### config.mk
export PLATFORM = sky130hd
export DESIGN_NAME = bss_ctrl
export DESIGN_NICKNAME = d
export VERILOG_FILES = /design/src/rtl/bss_pkg.sv /design/src/rtl/bss_ctrl.sv
export SDC_FILE = /design/constraint.sdc
export NUM_CORES = 1
export LEC_CHECK = 0
export BUFFER_PORTS_ARGS = -buffer_cell sky130_fd_sc_hd__buf_2
export CORE_AREA = 2 2 39 41
export DETAILED_ROUTE_END_ITERATION = 10
export DIE_AREA = 0 0 41 43
export GPL_TIMING_DRIVEN = 0
export SLEW_MARGIN = 20
export SYNTH_ARGS = -nofsm -noshare
export SYNTH_HDL_FRONTEND = slang
export SYNTH_SLANG_ARGS = --single-unit
### constraint.sdc
create_clock -name clk_i -period 1.6 [get_ports clk_i]
set_input_delay 0.16 -clock clk_i [delete_from_list [all_inputs] [get_ports clk_i]]
set_output_delay 0.16 -clock clk_i [all_outputs]
set_load 0.05 [all_outputs]
### src/rtl/bss_pkg.sv
package bss_pkg;

  localparam int unsigned REQ_TYPE_W = 3;
  localparam int unsigned VALUE_W    = 32;
  localparam int unsigned POS_W      = 9;
  localparam int unsigned STATUS_W   = 3;
  localparam int unsigned CNT_W      = 9;

  typedef enum logic [REQ_TYPE_W-1:0] {
    REQ_PUSH   = 3'd0,
    REQ_POP    = 3'd1,
    REQ_TOP    = 3'd2,
    REQ_FIND   = 3'd3,
    REQ_SEARCH = 3'd4
  } req_type_e;

  typedef enum logic [STATUS_W-1:0] {
    ST_OK        = 3'd0,
    ST_OVERFLOW  = 3'd1,
    ST_UNDERFLOW = 3'd2,
    ST_BAD_POS   = 3'd3,
    ST_NOT_FOUND = 3'd4
  } status_e;

  // controller -> datapath
  typedef struct packed {
    logic    start;      // latch request, launch first read
    logic    push_en;
    logic    pop_en;
    logic    scan_step;  // advance search index, read next entry
    logic    res_load;
    status_e res_status;
    logic    res_data_en;
    logic    res_fpos_en;
  } bss_cmd_t;

  // datapath -> controller
  typedef struct packed {
    logic [REQ_TYPE_W-1:0] req_type;
    logic                  cnt_zero;
    logic                  can_push;
    logic                  pos_ok;
    logic                  match;
    logic                  scan_last;
  } bss_sts_t;

endpackage

### src/rtl/bss_ctrl.sv
module bss_ctrl (
  input  logic              clk_i,
  input  logic              rst_ni,
  input  logic              in_valid_i,
  output logic              in_ready_o,
  output logic              out_valid_o,
  input  logic              out_ready_i,
  input  bss_pkg::bss_sts_t sts_i,
  output bss_pkg::bss_cmd_t cmd_o
);
  import bss_pkg::*;

  localparam logic S_IDLE = 1'b0;
  localparam logic S_EXEC = 1'b1;

  logic state_q, state_d;
  logic out_valid_q, out_valid_d;
  logic accept;

  // a new request only when the result slot is free or drains this cycle
  assign in_ready_o  = (state_q == S_IDLE) && (!out_valid_q || out_ready_i);
  assign accept      = in_valid_i && in_ready_o;
  assign out_valid_o = out_valid_q;

  always_comb begin
    cmd_o       = '0;
    cmd_o.res_status = ST_OK;
    cmd_o.start = accept;
    state_d     = state_q;
    case (state_q)
      S_IDLE: begin
        if (accept) begin
          state_d = S_EXEC;
        end
      end
      S_EXEC: begin
        cmd_o.res_load = 1'b1;
        state_d        = S_IDLE;
        case (sts_i.req_type)
          REQ_PUSH: begin
            if (sts_i.can_push) begin
              cmd_o.push_en = 1'b1;
            end else begin
              cmd_o.res_status = ST_OVERFLOW;
            end
          end
          REQ_POP: begin
            if (sts_i.cnt_zero) begin
              cmd_o.res_status = ST_UNDERFLOW;
            end else begin
              cmd_o.pop_en      = 1'b1;
              cmd_o.res_data_en = 1'b1;
            end
          end
          REQ_TOP: begin
            if (sts_i.cnt_zero) begin
              cmd_o.res_status = ST_UNDERFLOW;
            end else begin
              cmd_o.res_data_en = 1'b1;
            end
          end
          REQ_FIND: begin
            if (sts_i.pos_ok) begin
              cmd_o.res_data_en = 1'b1;
            end else begin
              cmd_o.res_status = ST_BAD_POS;
            end
          end
          REQ_SEARCH: begin
            if (sts_i.cnt_zero) begin
              cmd_o.res_status = ST_NOT_FOUND;
            end else if (sts_i.match) begin
              cmd_o.res_fpos_en = 1'b1;
            end else if (sts_i.scan_last) begin
              cmd_o.res_status = ST_NOT_FOUND;
            end else begin
              cmd_o.res_load  = 1'b0;
              cmd_o.scan_step = 1'b1;
              state_d         = S_EXEC;
            end
          end
          default: begin
            cmd_o.res_status = ST_OK;
          end
        endcase
      end
      default: begin
        state_d = S_IDLE;
      end
    endcase
  end

  always_comb begin
    out_valid_d = out_valid_q;
    if (out_ready_i) begin
      out_valid_d = 1'b0;
    end
    if (cmd_o.res_load) begin
      out_valid_d = 1'b1;
    end
  end

  always_ff @(posedge clk_i or negedge rst_ni) begin
    if (!rst_ni) begin
      state_q     <= S_IDLE;
      out_valid_q <= 1'b0;
    end else begin
      state_q     <= state_d;
      out_valid_q <= out_valid_d;
    end
  end

`ifndef NO_ASSERTIONS
  a_accept_exec : assert property (@(posedge clk_i) disable iff (!rst_ni)
    accept |=> state_q == S_EXEC)
    else $error("accepted request did not enter execution");

  a_no_overwrite : assert property (@(posedge clk_i) disable iff (!rst_ni)
    cmd_o.res_load |-> !out_valid_q)
    else $error("result loaded over a pending result");

  a_load_done : assert property (@(posedge clk_i) disable iff (!rst_ni)
    cmd_o.res_load |=> state_q == S_IDLE && out_valid_q)
    else $error("result load did not present output");
`endif

endmodule

==> results.toml, run 1 <==
[run_status]
status = "finished, final reports clean"

[synth]
yosysUniqueCellTypes = 24
synth.area.top_cells = "dfrtp_1, a2bb2o_4, a21oi_1, buf_4, inv_1"
ys_ff_latch = 2
synthCells = 32
synth_nets = 44
ys_seq_area_frac = 0.202
synthesis.area_sq_um = 248
ys_warn_count = 0
synth_top_area_cell = "dfrtp_1"
avgSynthCellArea_sq_um = 7.74
yosysTopAreaCellShare = 0.202

[clock_network]
cts_max_path_buffers = 2
clk_latency_ns = 0.22
cts.sinks = 2
cts_max_level = 1
cts_buffers = 3
clk_pin_slew_ns = 0.03
cts_tree = "yes"
cts-root-buf = "clkbuf_4"
post_cts_buffers = 0

[finish]
multiInputGateArea_sq_um = 188
fin_area_sq_um = 438
final_cell_mix = "buf_2, inv_1, buf_4, clkbuf_4"
final_common_cell = "buf_2"
final_nets = 73
drive_gt1_frac = 0.610
instances_no_fill = 75
fin_util = 0.316
n_antenna_cell = 0
seq_area_sq_um = 50.0
area_growth_pct = 76.8
n_fill_cell = 154

[setup_path]
crit-reg2reg-launch = "state_q$_DFF_PN0_"
required_ns = 1.44
path_max_fanout = 5
slowest_delay_ns = 0.42
worstReg2RegEnd = "state_q$_DFF_PN0_"
crit_arrival_ns = 1.36
cpLargestDelayFamily = "flip-flops"
critPathLaunchType = "flop"
cp-end-kind = "primary output"
critPathKind = "flop to primary output"
r2r_setup_slack_ns = 0.69
reg2reg_depth = 2
cp_num_buf_inv = 1
crit_path_top_delay_cell = "dfrtp_1"
crit_chain = "nor2b_1 -> nand2_1 -> o22ai_1 -> buf_2"

[routing]
routed_wl_um = 731
drtPass1Iterations = 2
drtIter0Drc = 5
ant_nets = 0
drc = 0
avgViaCountPerCell = 4.33
wl_per_cell_um = 9.75
num_vias = 325

[sta]
rsz0062_at_grt = "no"
slew_headroom = 0.833
finalCritPeriodShare = 0.948
hold_viol = 0
tightest_slew_ns = 0.252
final_max_slew_viol_count = 0
fmax_mhz = 659
post-route-min-period_ns = 1.52
setup_viol = 0
finalClockSkew_ns = 0.00552

[min_path]
hold_class = "input port to flop"
hp-start = "in_valid_i"
whs_endpoint = "state_q$_DFF_PN0_"
whs_path_depth = 2

[grt]
grt_pass1_vias = 287
antenna_found_initial = 0
grt_pass1_wl_mm = 1.06
grt_max_degree = 7
gr-total-overflow = 0
grtUsageTotal = 0.0872

[placement]
dp_hpwl_um = 590
placed_cells = 71
port_buffers = 23
placed_area_sq_um = 403
gp_congestion = 0.650

[power]
vdd.ir_drop.worst_mv = 0.498
p_total_mw = 0.335
p_leak_nw = 0.227
power_density_nw_per_um2 = 766

[job]
cap_violations = 0

[floorplan]
start_util = 0.179
fp-row-count = 14
io_pins = 24
die-area_sq_um = 1760
core-area_sq_um = 1380
die_x_um = 41
die_y_um = 43
how the worst max path moves through the flow:
stage | depth (start not counted) | endpoint | from
4_1_cts | 4 | cmd_o[1] | state_q$_DFF_PN0_
2_1_floorplan | 3 | cmd_o[9] | out_valid_o$_DFFE_PN0P_
5_1_grt | 4 | cmd_o[3] | state_q$_DFF_PN0_
3_5_place_dp | 4 | cmd_o[1] | state_q$_DFF_PN0_
3_3_place_gp | 4 | cmd_o[1] | state_q$_DFF_PN0_
6_report | 4 | cmd_o[3] | state_q$_DFF_PN0_
area by class of cell:
class / instances / share of cell area
clock buffer: 3 / 0.0514
timing repair buffer: 24 / 0.291
multi-input combinational: 24 / 0.429
inverter: 4 / 0.0343
sequential: 2 / 0.114
tap: 16 / 0.0457
buffer: 2 / 0.0343
timing repair:
action                                  in CTS  in global routing
hold endpoints to repair                     2                  0
endpoints found under the setup margin       0                  1
resized for setup                            0                  2
hold buffers                                 1                  0
routing by layer:
layer  up-vias  part of all wire  GRT usage
met5         -                 0          0
met4         0                 0     0.0400
met3         0              0.11     0.0314
met2        19              0.45      0.131
met1       138              0.44      0.105
li1        168                 -          -
Yosys cell counts:
master and instances:
a2bb2o_4 1, xnor2_1 1, a21oi_1 3, a21o_1 1
and3_1 1, nor4b_1 1, nor3_2 1, or3_1 1
dfrtp_1 2, nand2b_1 1, nor2_2 1, nand4_1 1
o31ai_1 1, nand3b_1 1, nor3_1 1, o22ai_1 1
a31oi_1 1, nor2_1 2, buf_4 2, nand3_2 1
and2_1 1, nand2_1 1, nor2b_1 1, inv_1 4
kinds of logic (layout without fill, tap and decap cells):
| logic type | after synthesis | after routing | synth area share |
|---|---|---|---|
| AOI/OAI and AO/OA | 8 | 8 | 0.253 |
| xor gates and xnor gates | 1 | 1 | 0.0354 |
| DFF | 2 | 2 | 0.202 |
| and+or+nand+nor | 15 | 15 | 0.389 |
| buffers and inverters | 6 | 33 | 0.121 |
power breakdown:
| group | switching (mW) | leakage (nW) | internal [mW] |
|---|---|---|---|
| Combinational | 0.106 | 0.189 | 0.0528 |
| Sequential | 0.00808 | 0.0247 | 0.0578 |
| Clock | 0.0280 | 0.0138 | 0.0827 |
registers in the layout (all words and copies together), names as in the netlist:
name         count
out_valid_o      1
state_q          1
worst register-to-register path: stages (launching register included):
cell and delay, ns:
dfrtp_1 0.42, nand3_2 0.14, a2bb2o_4 0.23
per-stage QoR:
stage                     hold slack, ns  worst slack [ns]  TNS (ns)
final                              0.172            0.0826         0
after global routing               0.162            0.0174         0
after CTS                          0.163            0.0406         0
after detailed placement         -0.0525             0.289         0
after global placement           -0.0520             0.294         0
after floorplan                   -0.136            -0.137    -0.164
(Power assumes the default switching activity.)
==> run 2: changes to the inputs <==
Settings changed: CTS_BUF_LIST set to sky130_fd_sc_hd__clkbuf_16.
==> results.toml, run 2 (synthesis results as in run 1) <==
[finish]
drive_gt1_frac = 0.610
final_nets = 73
fin_util = 0.354
final_common_cell = "buf_2"
fin_area_sq_um = 490
final_cell_mix = "buf_2, inv_1, clkbuf_16"
area_growth_pct = 98.0
n_antenna_cell = 0
instances_no_fill = 75

[clock_network]
clk_pin_slew_ns = 0.03
post_cts_buffers = 0
cts_max_level = 1
cts-root-buf = "clkbuf_16"
cts_max_path_buffers = 2
cts_tree = "yes"
cts.sinks = 2
clk_latency_ns = 0.22
cts_buffers = 3

[sta]
post-route-min-period_ns = 1.52
finalCritPeriodShare = 0.949
fmax_mhz = 659
hold_viol = 0
slew_headroom = 0.833
tightest_slew_ns = 0.252
setup_viol = 0
final_max_slew_viol_count = 0
setup_slack_ns = 0.0814
holdWs_ns = 0.172
finalClockSkew_ns = 0.00225
timing.setup.tns_ns = 0
rsz0062_at_grt = "no"

[setup_path]
path_max_fanout = 5
required_ns = 1.44
critPathLaunchType = "flop"
critPathKind = "flop to primary output"
reg2reg_depth = 2
crit-reg2reg-launch = "state_q$_DFF_PN0_"
cp-end-kind = "primary output"
crit_arrival_ns = 1.36
critPathLaunch = "state_q$_DFF_PN0_"

[placement]
place_ws_ns = 0.289
dp_hpwl_um = 590
placed_cells = 71
placed_area_sq_um = 403
port_buffers = 23
gp_congestion = 0.650

[power]
vdd.ir_drop.worst_mv = 0.749
p_leak_nw = 0.250
p_total_mw = 0.602
pwr-share-clk = 0.627
combPwrFrac = 0.263
seqPwrFrac = 0.110
power.internal_mw = 0.429
p_sw_mw = 0.173
p_sw_frac = 0.288
power_density_nw_per_um2 = 1230

[grt]
grt_pass1_vias = 293
antenna_found_initial = 0
gr-total-overflow = 0
grtUsageTotal = 0.0942
grt_max_degree = 7
grt_pass1_wl_mm = 1.08

[floorplan]
die_x_um = 41
core-area_sq_um = 1380
fp-row-count = 14
die-area_sq_um = 1760
io_pins = 24
die_y_um = 43
start_util = 0.179

[job]
cap_violations = 0

[routing]
drtIter0Drc = 5
drc = 0
routed_wl_um = 761
num_vias = 330
wl_per_cell_um = 10.1
drtPass1Iterations = 2
avgViaCountPerCell = 4.40
ant_nets = 0

[run_status]
status = "finished, final reports clean"

[min_path]
hp-start = "in_valid_i"
hold_class = "input port to flop"
whs_path_depth = 2
[run 2: changes by cell type in the layout (fill, tap and decap cells not counted)]
cell       before  now
clkbuf_16       0    3
clkbuf_4        3    1
buf_4           3    2
[run 2: critical path: stages (launching register included)]
cell	delay (ns)
dfrtp_1	0.42
nor2b_1	0.24
nand4_1	0.14
o31ai_2	0.07
clkbuf_4	0.26
[run 2: cell type report]
| type | instances | area [sq um] |
|---|---|---|
| clock buffers | 3 | 75.1 |
| inverters | 4 | 15.0 |
| flip-flops and latches | 2 | 50.0 |
| plain buffers | 2 | 15.0 |
| well taps | 16 | 20.0 |
| repair buffers | 24 | 128 |
| fillers | 149 | 893 |
| multi-input cells | 24 | 188 |
[run 2: power groups by stage]
stage	Sequential [mW]	Clock [mW]	Combinational [mW]
after detailed placement	0.0660	0	0.157
after CTS	0.0656	0.384	0.159
after global routing	0.0671	0.389	0.167
final	0.0661	0.377	0.158
after floorplan	0.0795	0	0.0985
after global placement	0.0659	0	0.156
[run 2: final timing paths]
kind                                            to  slack (ns)
setup / recovery                          cmd_o[1]        0.08
min in group asynchronous        state_q$_DFF_PN0_        0.25
hold reg to reg            out_valid_o$_DFFE_PN0P_        0.53
setup reg to reg                 state_q$_DFF_PN0_        0.70
max in group asynchronous  out_valid_o$_DFFE_PN0P_        1.25
hold / removal                   state_q$_DFF_PN0_        0.17
[run 2: routing by layer]
metal	GRT usage	wire (um)	up-vias
met5	0	0	-
met4	0.100	23	0
met3	0.0157	83	3
met2	0.134	324	20
met1	0.105	330	139
li1	-	-	168
[run 2: timing repair]
action / in CTS / in global routing
setup endpoints to repair: 0 / 1
endpoints found under the hold margin: 2 / 0
hold buffers: 1 / 0
gates resized for setup: 0 / 1
==> run 3: changes to the inputs <==
Clock period 1.6 ns to 1.9 ns, I/O delays scaled along.
==> results.toml, run 3 (synthesis results as in run 1) <==
[setup_path]
cp-end-kind = "primary output"
crit_path_top_delay_cell = "dfrtp_1"
crit_chain = "nor2b_1 -> nand4_1 -> o31ai_2 -> buf_2"
reg2reg_depth = 2
crit_arrival_ns = 1.39
slowest_delay_ns = 0.43
path_depth = 4
critPathLaunchType = "flop"
r2r_setup_slack_ns = 1.01
required_ns = 1.71
crit-reg2reg-launch = "state_q$_DFF_PN0_"
path_max_fanout = 5
cpLargestDelayFamily = "flip-flops"
critPathKind = "flop to primary output"
worstReg2RegEnd = "state_q$_DFF_PN0_"
cp_num_buf_inv = 1

[min_path]
whs_endpoint = "state_q$_DFF_PN0_"
whs_path_depth = 2
hp-start = "in_valid_i"
hold_class = "input port to flop"

[grt]
grtUsageTotal = 0.0973
gr-total-overflow = 0
grt_pass1_wl_mm = 1.12
grt_max_degree = 7
grt_pass1_vias = 290
antenna_found_initial = 0

[power]
pwr-share-clk = 0.628
vdd.ir_drop.worst_mv = 0.649
p_sw_frac = 0.287
combPwrFrac = 0.262
power_density_nw_per_um2 = 1050
p_leak_nw = 0.249
power.internal_mw = 0.360
p_sw_mw = 0.145
seqPwrFrac = 0.110

[clock_network]
cts_max_level = 1
clk_latency_ns = 0.22
cts_tree = "yes"
cts.sinks = 2
clk_pin_slew_ns = 0.03
post_cts_buffers = 0
cts_buffers = 3
cts_max_path_buffers = 2
cts-root-buf = "clkbuf_16"

[sta]
finalCritPeriodShare = 0.832
timing.setup.tns_ns = 0
fmax_mhz = 633
final_max_slew_viol_count = 0
tightest_slew_ns = 0.252
post-route-min-period_ns = 1.58
slew_headroom = 0.833
holdWs_ns = 0.196
hold_viol = 0
rsz0062_at_grt = "no"
setup_slack_ns = 0.319
setup_viol = 0
finalClockSkew_ns = 0.00203

[job]
cap_violations = 0

[routing]
num_vias = 333
drtIter0Drc = 0
ant_nets = 0
drc = 0
avgViaCountPerCell = 4.44
routed_wl_um = 762
wl_per_cell_um = 10.2
drtPass1Iterations = 1

[floorplan]
die-area_sq_um = 1760
fp-row-count = 14
die_x_um = 41
core-area_sq_um = 1380
die_y_um = 43
start_util = 0.179
io_pins = 24

[finish]
final_cell_mix = "buf_2, inv_1, clkbuf_16"
drive_gt1_frac = 0.593
n_antenna_cell = 0
fin_area_sq_um = 483
area_growth_pct = 94.9
final_common_cell = "buf_2"
final_nets = 73

[placement]
place_ws_ns = 0.550
placed_area_sq_um = 398
dp_hpwl_um = 586
gp_congestion = 0.617
port_buffers = 23

[run_status]
status = "finished, final reports clean"
-- run 3: repair_timing --
| item | in CTS | in global routing |
|---|---|---|
| resized for setup | 0 | 0 |
| hold endpoints to repair | 2 | 0 |
| hold buffers | 1 | 0 |
-- run 3: worst max path at each step --
stage                     to         startpoint  slack, ns
finish              cmd_o[1]  state_q$_DFF_PN0_       0.32
global route        cmd_o[1]  state_q$_DFF_PN0_       0.16
CTS                 cmd_o[1]  state_q$_DFF_PN0_       0.30
detailed placement  cmd_o[1]  state_q$_DFF_PN0_       0.55
global placement    cmd_o[1]  state_q$_DFF_PN0_       0.55
floorplan           cmd_o[0]  state_q$_DFF_PN0_       0.13
-- run 3: final cells by class --
cell class              instances  area (sq um)
multi-input cells              24           183
repair buffers                 24           125
inverters                       4          15.0
well taps                      16          20.0
flip-flops and latches          2          50.0
fillers                       146           901
plain buffers                   2          15.0
clock buffers                   3          75.1
-- run 3: per-layer routing --
| metal | track usage | wire length [um] | part of all wire | vias up |
|---|---|---|---|---|
| met1 | 0.112 | 333 | 0.44 | 143 |
| met5 | 0 | 0 | 0 | - |
| met2 | 0.147 | 346 | 0.45 | 20 |
| li1 | - | - | - | 168 |
| met3 | 0.0157 | 65 | 0.085 | 2 |
| met4 | 0.0800 | 16 | 0.021 | 0 |
-- run 3: power groups by stage --
stage / registers, mW / logic (mW) / clock network (mW)
after CTS: 0.0562 / 0.134 / 0.323
final: 0.0558 / 0.132 / 0.317
after global placement: 0.0555 / 0.131 / 0
after global routing: 0.0573 / 0.141 / 0.326
after floorplan: 0.0670 / 0.0826 / 0
after detailed placement: 0.0559 / 0.131 / 0
-- run 3: worst register-to-register path: cells and delay by family, from the launching register on --
family | cells | cell delay (ns)
flip-flops | 1 | 0.43
AO/OA/AOI/OAI | 1 | 0.21
AND/OR/NAND/NOR | 1 | 0.13
-- run 3: stage by stage --
stage | instances | util | total power, mW
floorplan | 32 | - | 0.150
global placement | 71 | 0.288 | 0.186
detailed placement | 71 | 0.288 | 0.187
CTS | 75 | 0.349 | 0.513
global route | 75 | 0.349 | 0.525
finish | 75 | 0.349 | 0.506
